`config.mk`:
```
export PLATFORM = sky130hd
export DESIGN_NAME = aarch64_branch_resolve_unit_top
export DESIGN_NICKNAME = d
export VERILOG_FILES = /design/src/abru_pkg.sv /design/src/abru_resolve.sv /design/src/aarch64_branch_resolve_unit_top.sv
export SDC_FILE = /design/constraint.sdc
export NUM_CORES = 1
export LEC_CHECK = 0
export BUFFER_PORTS_ARGS = -buffer_cell sky130_fd_sc_hd__buf_4
export CORE_MARGIN = 2
export CORE_UTILIZATION = 25
export DETAILED_ROUTE_END_ITERATION = 10
export SLEW_MARGIN = 40
export SYNTH_ARGS = -nofsm -noshare
export SYNTH_HDL_FRONTEND = slang
export SYNTH_SLANG_ARGS = --single-unit
export TNS_END_PERCENT = 30
```
`constraint.sdc`:
```
create_clock -name clock -period 4.5 [get_ports clock]
set_input_delay 0.45 -clock clock [delete_from_list [all_inputs] [get_ports clock]]
set_output_delay 0.45 -clock clock [all_outputs]
set_load 0.02 [all_outputs]
```
`src/abru_pkg.sv`:
```
// Package with the request and result types and the decode constants of the branch resolve unit.
`timescale 1ns / 1ps

package abru_pkg;

   typedef enum logic [1:0] {
      OUT_NORMAL  = 2'd0,
      OUT_SYSCALL = 2'd1,
      OUT_BREAK   = 2'd2,
      OUT_UNDEF   = 2'd3
   } outcome_type;

   typedef struct packed {
      logic [31:0] instruction;
      logic [63:0] pc;
      logic [63:0] reg_value;
      logic [3:0]  flags;
   } req_type;

   typedef struct packed {
      logic [63:0] next_pc;
      logic        dest_write;
      logic [4:0]  dest_reg;
      logic [63:0] dest_value;
      outcome_type outcome;
   } rsp_type;

   localparam logic [31:0] SVC_MASK   = 32'hffe0001f;
   localparam logic [31:0] SVC_MATCH  = 32'hd4000001;
   localparam logic [31:0] BR_MASK    = 32'hfffffc1f;
   localparam logic [31:0] BR_MATCH   = 32'hd61f0000;
   localparam logic [31:0] BCOND_MASK = 32'hff000010;
   localparam logic [31:0] BCOND_MATCH = 32'h54000000;
   localparam logic [31:0] NOP_WORD   = 32'hd503201f;
   localparam logic [31:0] BRK_MASK   = 32'hffe00000;
   localparam logic [31:0] BRK_MATCH  = 32'hd4200000;
   localparam logic [4:0]  B_OP       = 5'h05;
   localparam logic [4:0]  ADR_OP     = 5'h10;
   localparam logic [4:0]  LINK_REG   = 5'd30;
   localparam logic [63:0] PAGE_MASK  = 64'hfff;
   localparam logic [63:0] INSN_BYTES = 64'd4;
   localparam int unsigned LATENCY    = 2;

endpackage

```
`src/abru_resolve.sv`:
```
// Combinational decode and address resolution of one instruction request.
`timescale 1ns / 1ps

module abru_resolve (
   input  abru_pkg::req_type req,
   output abru_pkg::rsp_type rsp
);
   import abru_pkg::*;

   function automatic logic cond_holds(input logic [3:0] cond, input logic [3:0] nzcv);
      logic n;
      logic z;
      logic c;
      logic v;
      logic r;
      n = nzcv[3];
      z = nzcv[2];
      c = nzcv[1];
      v = nzcv[0];
      case (cond[3:1])
         3'd0:    r = z;
         3'd1:    r = c;
         3'd2:    r = n;
         3'd3:    r = v;
         3'd4:    r = c && !z;
         3'd5:    r = (n == v);
         3'd6:    r = !z && (n == v);
         default: r = 1'b1;
      endcase
      if (cond[0] && (cond != 4'hf)) begin
         r = !r;
      end
      return r;
   endfunction

   logic [31:0] w;
   logic [7:0]  top8;
   logic [63:0] seq_pc;
   logic [63:0] off_b;
   logic [63:0] off_19;
   logic [63:0] off_14;
   logic [63:0] adr_imm;
   logic [63:0] cb_test;
   logic [5:0]  tb_bit;

   assign w       = req.instruction;
   assign top8    = w[31:24];
   assign seq_pc  = req.pc + INSN_BYTES;
   assign off_b   = {{36{w[25]}}, w[25:0], 2'b00};
   assign off_19  = {{43{w[23]}}, w[23:5], 2'b00};
   assign off_14  = {{48{w[18]}}, w[18:5], 2'b00};
   assign adr_imm = {{43{w[23]}}, w[23:5], w[30:29]};
   assign cb_test = w[31] ? req.reg_value : {32'd0, req.reg_value[31:0]};
   assign tb_bit  = {w[31], w[23:19]};

   always_comb begin
      rsp.next_pc    = seq_pc;
      rsp.dest_write = 1'b0;
      rsp.dest_reg   = 5'd0;
      rsp.dest_value = 64'd0;
      rsp.outcome    = OUT_NORMAL;
      if ((w & SVC_MASK) == SVC_MATCH) begin
         rsp.outcome = OUT_SYSCALL;
      end else if ((w & BR_MASK) == BR_MATCH) begin
         rsp.next_pc = req.reg_value;
      end else if (w[30:26] == B_OP) begin
         rsp.next_pc = req.pc + off_b;
         if (w[31]) begin
            rsp.dest_write = 1'b1;
            rsp.dest_reg   = LINK_REG;
            rsp.dest_value = seq_pc;
         end
      end else if ((w & BCOND_MASK) == BCOND_MATCH) begin
         if (cond_holds(w[3:0], req.flags)) begin
            rsp.next_pc = req.pc + off_19;
         end
      end else if (top8 inside {8'h34, 8'h35, 8'hb4, 8'hb5}) begin
         if ((cb_test == 64'd0) != w[24]) begin
            rsp.next_pc = req.pc + off_19;
         end
      end else if (top8 inside {8'h36, 8'h37, 8'hb6, 8'hb7}) begin
         if (req.reg_value[tb_bit] == w[24]) begin
            rsp.next_pc = req.pc + off_14;
         end
      end else if (w[28:24] == ADR_OP) begin
         rsp.dest_write = 1'b1;
         rsp.dest_reg   = w[4:0];
         if (w[31]) begin
            rsp.dest_value = (req.pc & ~PAGE_MASK) + {adr_imm[51:0], 12'd0};
         end else begin
            rsp.dest_value = req.pc + adr_imm;
         end
      end else if (w == NOP_WORD) begin
         rsp.outcome = OUT_NORMAL;
      end else if ((w & BRK_MASK) == BRK_MATCH) begin
         rsp.outcome = OUT_BREAK;
      end else begin
         rsp.outcome = OUT_UNDEF;
      end
   end

endmodule

```
`src/aarch64_branch_resolve_unit_top.sv`:
```
// Top level of the AArch64 branch resolve unit: request register, resolver and result register.
`timescale 1ns / 1ps
// A request carries one instruction word with its pc, one register operand and
// the NZCV flags. It is taken at a rising clock edge at which start is high and
// busy is low; busy is always low, so a new request may be given every cycle.
// The request is held in an input register, resolved by one pass of decode and
// 64-bit adders, and the result is captured in a result register.
// Each request yields exactly one result on rsp_data, marked by rsp_strobe for
// one cycle, once it has passed the input register and the result register.
// Throughput is one request per cycle.
// The result gives the next pc, an optional register write (BL, ADR, ADRP) and
// an outcome: normal, system call, breakpoint or undefined instruction.
// The receiver cannot stall: a result is taken in the cycle it is shown.
// A synchronous reset clears both valid flags, so no result appears until a
// request is taken after reset; requests in flight at reset are dropped.
module aarch64_branch_resolve_unit_top (
   input  logic              clock,
   input  logic              reset,
   input  logic              start,
   output logic              busy,
   input  abru_pkg::req_type req_data,
   output logic              rsp_strobe,
   output abru_pkg::rsp_type rsp_data
);
   import abru_pkg::*;

   req_type req_ff;
   req_type req_in;
   logic    req_valid_ff;
   logic    req_valid_in;
   rsp_type rsp_ff;
   rsp_type rsp_in;
   logic    rsp_valid_ff;
   logic    rsp_valid_in;

   assign busy         = 1'b0;
   assign req_valid_in = start && !busy;
   assign req_in       = req_data;
   assign rsp_valid_in = req_valid_ff;

   abru_resolve u_resolve (
      .req (req_ff),
      .rsp (rsp_in)
   );

   always_ff @(posedge clock) begin
      if (reset) begin
         req_valid_ff <= 1'b0;
         rsp_valid_ff <= 1'b0;
      end else begin
         req_valid_ff <= req_valid_in;
         rsp_valid_ff <= rsp_valid_in;
      end
   end

   always_ff @(posedge clock) begin
      if (req_valid_in) begin
         req_ff <= req_in;
      end
      if (rsp_valid_in) begin
         rsp_ff <= rsp_in;
      end
   end

   assign rsp_strobe = rsp_valid_ff;
   assign rsp_data   = rsp_ff;

endmodule

```
==> flow_metrics.tcl, run 1 <==
set metrics [dict create \
    violations "setup timing" \
    critPathTopFamily "compound AO/OA/AOI/OAI gates" \
    hp-start "req_data[138]" \
    gp_congestion 1.03 \
    start_kind "flop" \
    finalHoldViolCount 0 \
    critical_path.slowest_cell "a21bo_1" \
    cp.arrival_ps 4870 \
    outcome "finished with violations" \
    synth_nets 3723 \
    dr_total_vias 31410 \
    drive_gt1_share_pct 22.5 \
    clk_pin_slew_worst_paths_ps 60 \
    die_w_um 343 \
    ys_types 105 \
    cts-root-buf "clkbuf_16" \
    slew_headroom_pct 37.7 \
    p_comb_share_pct 45.4 \
    core_mm2 0.114 \
    power_switching_mw 5.24 \
    synth_area_leader_cell "edfxtp_1" \
    worst-path-buf-inv 4 \
    gr-total-overflow 0 \
    row_count 124 \
    clk_latency_ps 640 \
    area_growth_pct 33.6 \
    synth_flop_cell "edfxtp_1" \
    crit_path_frequent_cell "buf_4" \
    h-tree-depth 2 \
    antenna_found_initial 8 \
    finish.utilization_pct 33.6 \
    grt_first_pass_wirelength_um 212000 \
    critPathRequiredTime_ps 4860 \
    clkSinkCount 302 \
    cts_tree "done" \
    pre_cts_slack_ps -55.2 \
    worst_pin_slew_ps 927 \
    syn_avg_cell_area_um2 8.52 \
    synth.cells.most_frequent "a21oi_1, nand2_1, nor2_1" \
    num-fill-cells 11994 \
    path_cells "buf_12, buf_4, mux4_2, mux2i_1, nand3_1, o2111a_1, o21ai_1, a21bo_1, nand2_2, o21ai_0, buf_4, mux2i_1, o31ai_1, buf_4" \
    grt_pass1_vias 29611 \
    clock_skew_ps 47.9 \
    intPower_mw 7.62 \
    yosys.cell_count.top_type "a21oi_1" \
    finalCriticalPeriod_ps 4510 \
    netlist_instances 3363 \
    synth_seq_cells 302 \
    io_pins 305 \
    leakagePower_nw 15.3 \
    stdcell_count 5637 \
    hold_path_class "primary input to flop" \
    grt_setup_unrepaired "true" \
    wl_um 152000 \
    synth.area.top_cells "edfxtp_1, ha_1, a21oi_1" \
    die_h_um 343 \
    endpoint_kind "flop" \
    r2r-start "req_ff[151]$_DFFE_PP_" \
    yosysSeqAreaShare_pct 31.6 \
    worstReg2RegEnd "rsp_data[75]$_DFFE_PP_" \
    place_inst 5428 \
    power_frac_clock_pct 26.3 \
    worstSetupPathType "flop to flop" \
    holdPathStages 1 \
    fin_ws_ps -14.1 \
    async_flop_share_pct 0 \
    synth_top_area_share_pct 31.4 \
    fp.dieArea_mm2 0.117 \
    dr.pass1.iters 6 \
    grt_max_degree 81 \
    finalSetupTns_ps -14.1 \
    first_iter_violations 4062 \
    period_share_pct 100 \
    final-seq-area_mm2 0.00905 \
    p_per_area_mw_per_mm2 336 \
    max_stage_delay_ps 600 \
    slew_violations 0 \
    post-dp-hpwl_um 123000 \
    wire_per_inst_um 27.0 \
    switching_share_pct 40.8 \
    reg2reg_depth 14 \
    nets 4448 \
    clk_path_buf_depth 3 \
    vdd_ir_drop_max_v 0.000239 \
    cts_buffers 41 \
    setup_violations 1 \
    vias_per_cell 5.57 \
    yosys_warnings 0 \
    syn-cell-area_mm2 0.0287 \
    drc 0 \
    crit_fanout 15 \
    cap_violations 0 \
    synth-edff-count 300 \
    start_util_pct 25.1 \
    max_freq_mhz 222 \
    grt_use_total_pct 25.0 \
    r2r_slack_ps -10 \
    portBuffers 303 \
    ant_nets 0 \
    holdPathEnd "req_ff[138]$_DFFE_PP_" \
    p_seq_share_pct 28.3 \
    multi_input_area_mm2 0.0187 \
]
per-layer routing:
metal | routed length (um) | up-vias | track usage [%]
met2 | 62700 | 1696 | 36.3
li1 | - | 14231 | -
met3 | 14800 | 286 | 4.75
met4 | 6950 | 4 | 10.0
met1 | 67800 | 15193 | 36.1
met5 | 100 | - | 0.561
state kept, by name (all words and copies together), names as in the netlist:
register,count
rsp_strobe,1
req_ff,164
req_valid_ff,1
rsp_data,136
layout make-up:
type	instances	share of cell area (%)
diodes	6	0.0392
clock buffers	46	2.73
clock inverters	28	0.797
inverters	59	0.578
flip-flops and latches	302	23.6
multi-input cells	2804	48.8
well taps	1512	4.94
repair buffers	880	18.5
layout by cell type (no fill, tap or decap), drive strengths merged, types with 46 or more instances in the layout:
cell type,instances
a211oi,67
a21o,122
a21oi,344
buf,753
clkbuf,46
dlygate4sd3,127
edfxtp,300
ha,189
inv,69
nand2,327
nand3,86
nand4,78
nor2,324
nor3,52
o21ai,256
o22ai,82
xnor2,144
xor2,152
power by group through the flow:
stage,Clock [mW],Combinational (mW),Sequential [mW]
2_1_floorplan,0,3.01,3.70
3_3_place_gp,0,5.58,3.68
3_5_place_dp,0,5.54,3.68
4_1_cts,3.47,5.66,3.63
5_1_grt,3.57,6.18,3.64
6_report,3.39,5.84,3.64
through the flow:
stage	power, mW	cell area [um2]	hold WS, ps
after floorplan	6.71	28700	522
after global placement	9.26	35500	607
after detailed placement	9.22	35600	621
after CTS	12.8	38200	0.169
after global routing	13.4	38300	12.2
final	12.9	38300	30.3
kinds of logic after synthesis:
| logic type | after synthesis | share of synthesized area (%) |
|---|---|---|
| AO/OA/AOI/OAI | 1193 | 26.9 |
| adder cells (fa/ha/maj) | 193 | 8.53 |
| other | 1 | 0.0131 |
| multiplexers | 64 | 2.87 |
| XOR/XNOR | 296 | 9.05 |
| flip-flops | 302 | 31.6 |
| buffers and inverters | 257 | 3.83 |
| AND/OR/NAND/NOR | 1057 | 17.2 |
worst max path at each step:
stage / startpoint / end / slack (ps) / cells past startpoint
after CTS: req_ff[132]$_DFFE_PP_ / rsp_data[128]$_DFFE_PP_ / 20 / 20
after global placement: req_ff[70]$_DFFE_PP_ / rsp_data[128]$_DFFE_PP_ / -30 / 20
final: req_ff[151]$_DFFE_PP_ / rsp_data[75]$_DFFE_PP_ / -10 / 14
after global routing: req_ff[132]$_DFFE_PP_ / rsp_data[130]$_DFFE_PP_ / -70 / 19
after floorplan: req_ff[150]$_DFFE_PP_ / rsp_data[135]$_DFFE_PP_ / 230 / 14
after detailed placement: req_ff[132]$_DFFE_PP_ / rsp_data[130]$_DFFE_PP_ / -60 / 19
timing repair:
action,4_1_cts,5_1_grt
setup endpoints to repair,3,18
resized for setup,1,16
hold buffers,127,0
pin swaps,0,4
endpoints found under the hold margin,128,0
buffers inserted,0,2
Note: power is estimated with default switching activity, not from simulation.
==> run 2, diff against run 1 <==
--- a/config.mk
+++ b/config.mk
@@ -9,6 +9,7 @@
 export CORE_MARGIN = 2
 export CORE_UTILIZATION = 25
 export DETAILED_ROUTE_END_ITERATION = 10
+export PLACE_DENSITY = 0.42
 export SLEW_MARGIN = 40
 export SYNTH_ARGS = -nofsm -noshare
 export SYNTH_HDL_FRONTEND = slang
==> run 2 against run 1 <==
Via count is 0.55% higher; power up 1.2%; the flow now finishes without violations; die area did not move; sequential share of layout area is 0.063 points higher; combinational power rose by 0.9%.
==> flow_metrics.tcl, run 2 (same netlist as run 1, synthesis figures left out) <==
set metrics [dict create \
    outcome "finished, final reports clean" \
    hold_path_class "primary input to flop" \
    endpoint_kind "flop" \
    cap_violations 0 \
    gp_congestion 0.992 \
    layout_common_cells "buf_4, a21oi_1, nand2_1" \
    start_util_pct 25.1 \
    clk_path_buf_depth 3 \
    largest_reg_flops 164 \
    vdd_ir_drop_max_v 0.000228 \
    core_mm2 0.114 \
    drc 0 \
    area_growth_pct 33.3 \
    row_count 124 \
    cts_tree "done" \
    post-dp-hpwl_um 132000 \
    worst_pin_slew_ps 925 \
    gr-total-overflow 0 \
    first_iter_violations 3621 \
    grt_setup_unrepaired "true" \
    nets 4422 \
    dr.pass1.iters 5 \
    p_per_area_mw_per_mm2 341 \
    leakagePower_nw 15.2 \
    start_kind "flop" \
    wl_um 164000 \
    period_share_pct 99.2 \
    cp.arrival_ps 4920 \
    cts_buffers 42 \
    largest-register "req_ff" \
    clk_pin_slew_worst_paths_ps 60 \
    grt_first_pass_wirelength_um 229000 \
    num-fill-cells 11981 \
    grt_pass1_vias 30005 \
    placed_area_mm2 0.0354 \
    grt_use_total_pct 27.2 \
    fin_hold_ws_ps 34.2 \
    setup_violations 0 \
    die_w_um 343 \
    crit_fanout 5 \
    io_pins 305 \
    cts-root-buf "clkbuf_16" \
    max_freq_mhz 224 \
    vias_per_cell 5.63 \
    drive_gt1_share_pct 22.0 \
    final_common_cell "buf_4" \
    clk_latency_ps 620 \
    slew_violations 0 \
    antenna_found_initial 2 \
    wire_per_inst_um 29.3 \
    die_h_um 343 \
    ant_nets 0 \
    portBuffers 303 \
    dr_total_vias 31583 \
    clkSinkCount 302 \
    fp.dieArea_mm2 0.117 \
    postCtsSetupBuffers 0 \
    clock_skew_ps 30.2 \
    worstSetupPathType "flop to flop" \
    finalCriticalPeriod_ps 4460 \
    h-tree-depth 2 \
    critPathRequiredTime_ps 4960 \
    finish.instance_area_mm2 0.0382 \
    grt_max_degree 80 \
    finish.utilization_pct 33.5 \
    slew_headroom_pct 37.9 \
    finalHoldViolCount 0 \
]
-- run 2: changes by cell type in the layout (fill, tap and decap cells not counted), sizes merged, moves of 2 or more --
| cell | delta |
|---|---|
| diode | -5 |
| clkinvlp | +3 |
| buf | -28 |
| clkbuf | +7 |
| inv | -8 |
| clkinv | -2 |
-- run 2: final cells by class --
type                            count  area [um2]  share of cell area [%]
Multi-Input combinational cell   2804       18700                    49.0
Sequential cell                   302        9050                    23.7
Timing Repair Buffer              853        6930                    18.1
Tap cell                         1512        1890                    4.95
Clock buffer                       52        1150                    3.02
Clock inverter                     22         241                   0.632
Inverter                           59         221                   0.580
Antenna cell                        1        2.50                 0.00655
-- run 2: power by group --
part | switching (mW) | leakage [nW] | internal, mW
clock | 1.39 | 0.665 | 2.09
sequential | 0.279 | 2.82 | 3.36
combinational | 3.64 | 11.7 | 2.25
total | 5.31 | 15.2 | 7.70
-- run 2: repair_timing --
action                                  4_1_cts  5_1_grt
hold endpoints to repair                    128        0
endpoints found under the setup margin        0       23
hold buffers                                127        0
gates resized for setup                       0       17
-- run 2: through the flow --
step	power, mW	setup slack (ps)	setup TNS, ps	instances
6_report	13.0	37.7	0	5605
5_1_grt	13.6	-33.1	-57.6	5604
4_1_cts	13.0	33.1	0	5604
3_5_place_dp	9.29	44.3	0	5403
3_3_place_gp	9.35	-59.4	-160	5402
2_1_floorplan	6.71	229	0	3363
-- run 2: worst max-delay path: stages, from the launching register on --
cell      delay [ps]
edfxtp_1         530
ha_1             440
buf_4            150
nand3_1          100
o211a_1          280
or3_1            530
nand2_1          340
a31oi_1          250
o21ba_2          330
o21ba_2          230
xnor2_1          390
a21oi_1          120
o21ai_0          390
a211oi_1          90
nor2_1           150
-- run 2: routing by layer --
metal / vias to the layer above / GRT usage [%] / part of all wire (%)
met3: 206 / 4.34 / 8.1
met2: 1547 / 40.8 / 43
li1: 14154 / - / -
met5: - / 0 / 0.0079
met4: 2 / 6.94 / 2.8
met1: 15674 / 40.1 / 46
-- run 2: worst paths after layout --
check	depth (start not counted)	slack (ps)	startpoint	to
setup / recovery	14	40	req_ff[139]$_DFFE_PP_	rsp_data[127]$_DFFE_PP_
hold / removal	1	30	req_data[4]	req_ff[4]$_DFFE_PP_
setup reg to reg	14	40	req_ff[139]$_DFFE_PP_	rsp_data[127]$_DFFE_PP_
hold reg to reg	0	560	req_valid_ff$_SDFF_PP0_	rsp_data[117]$_DFFE_PP_
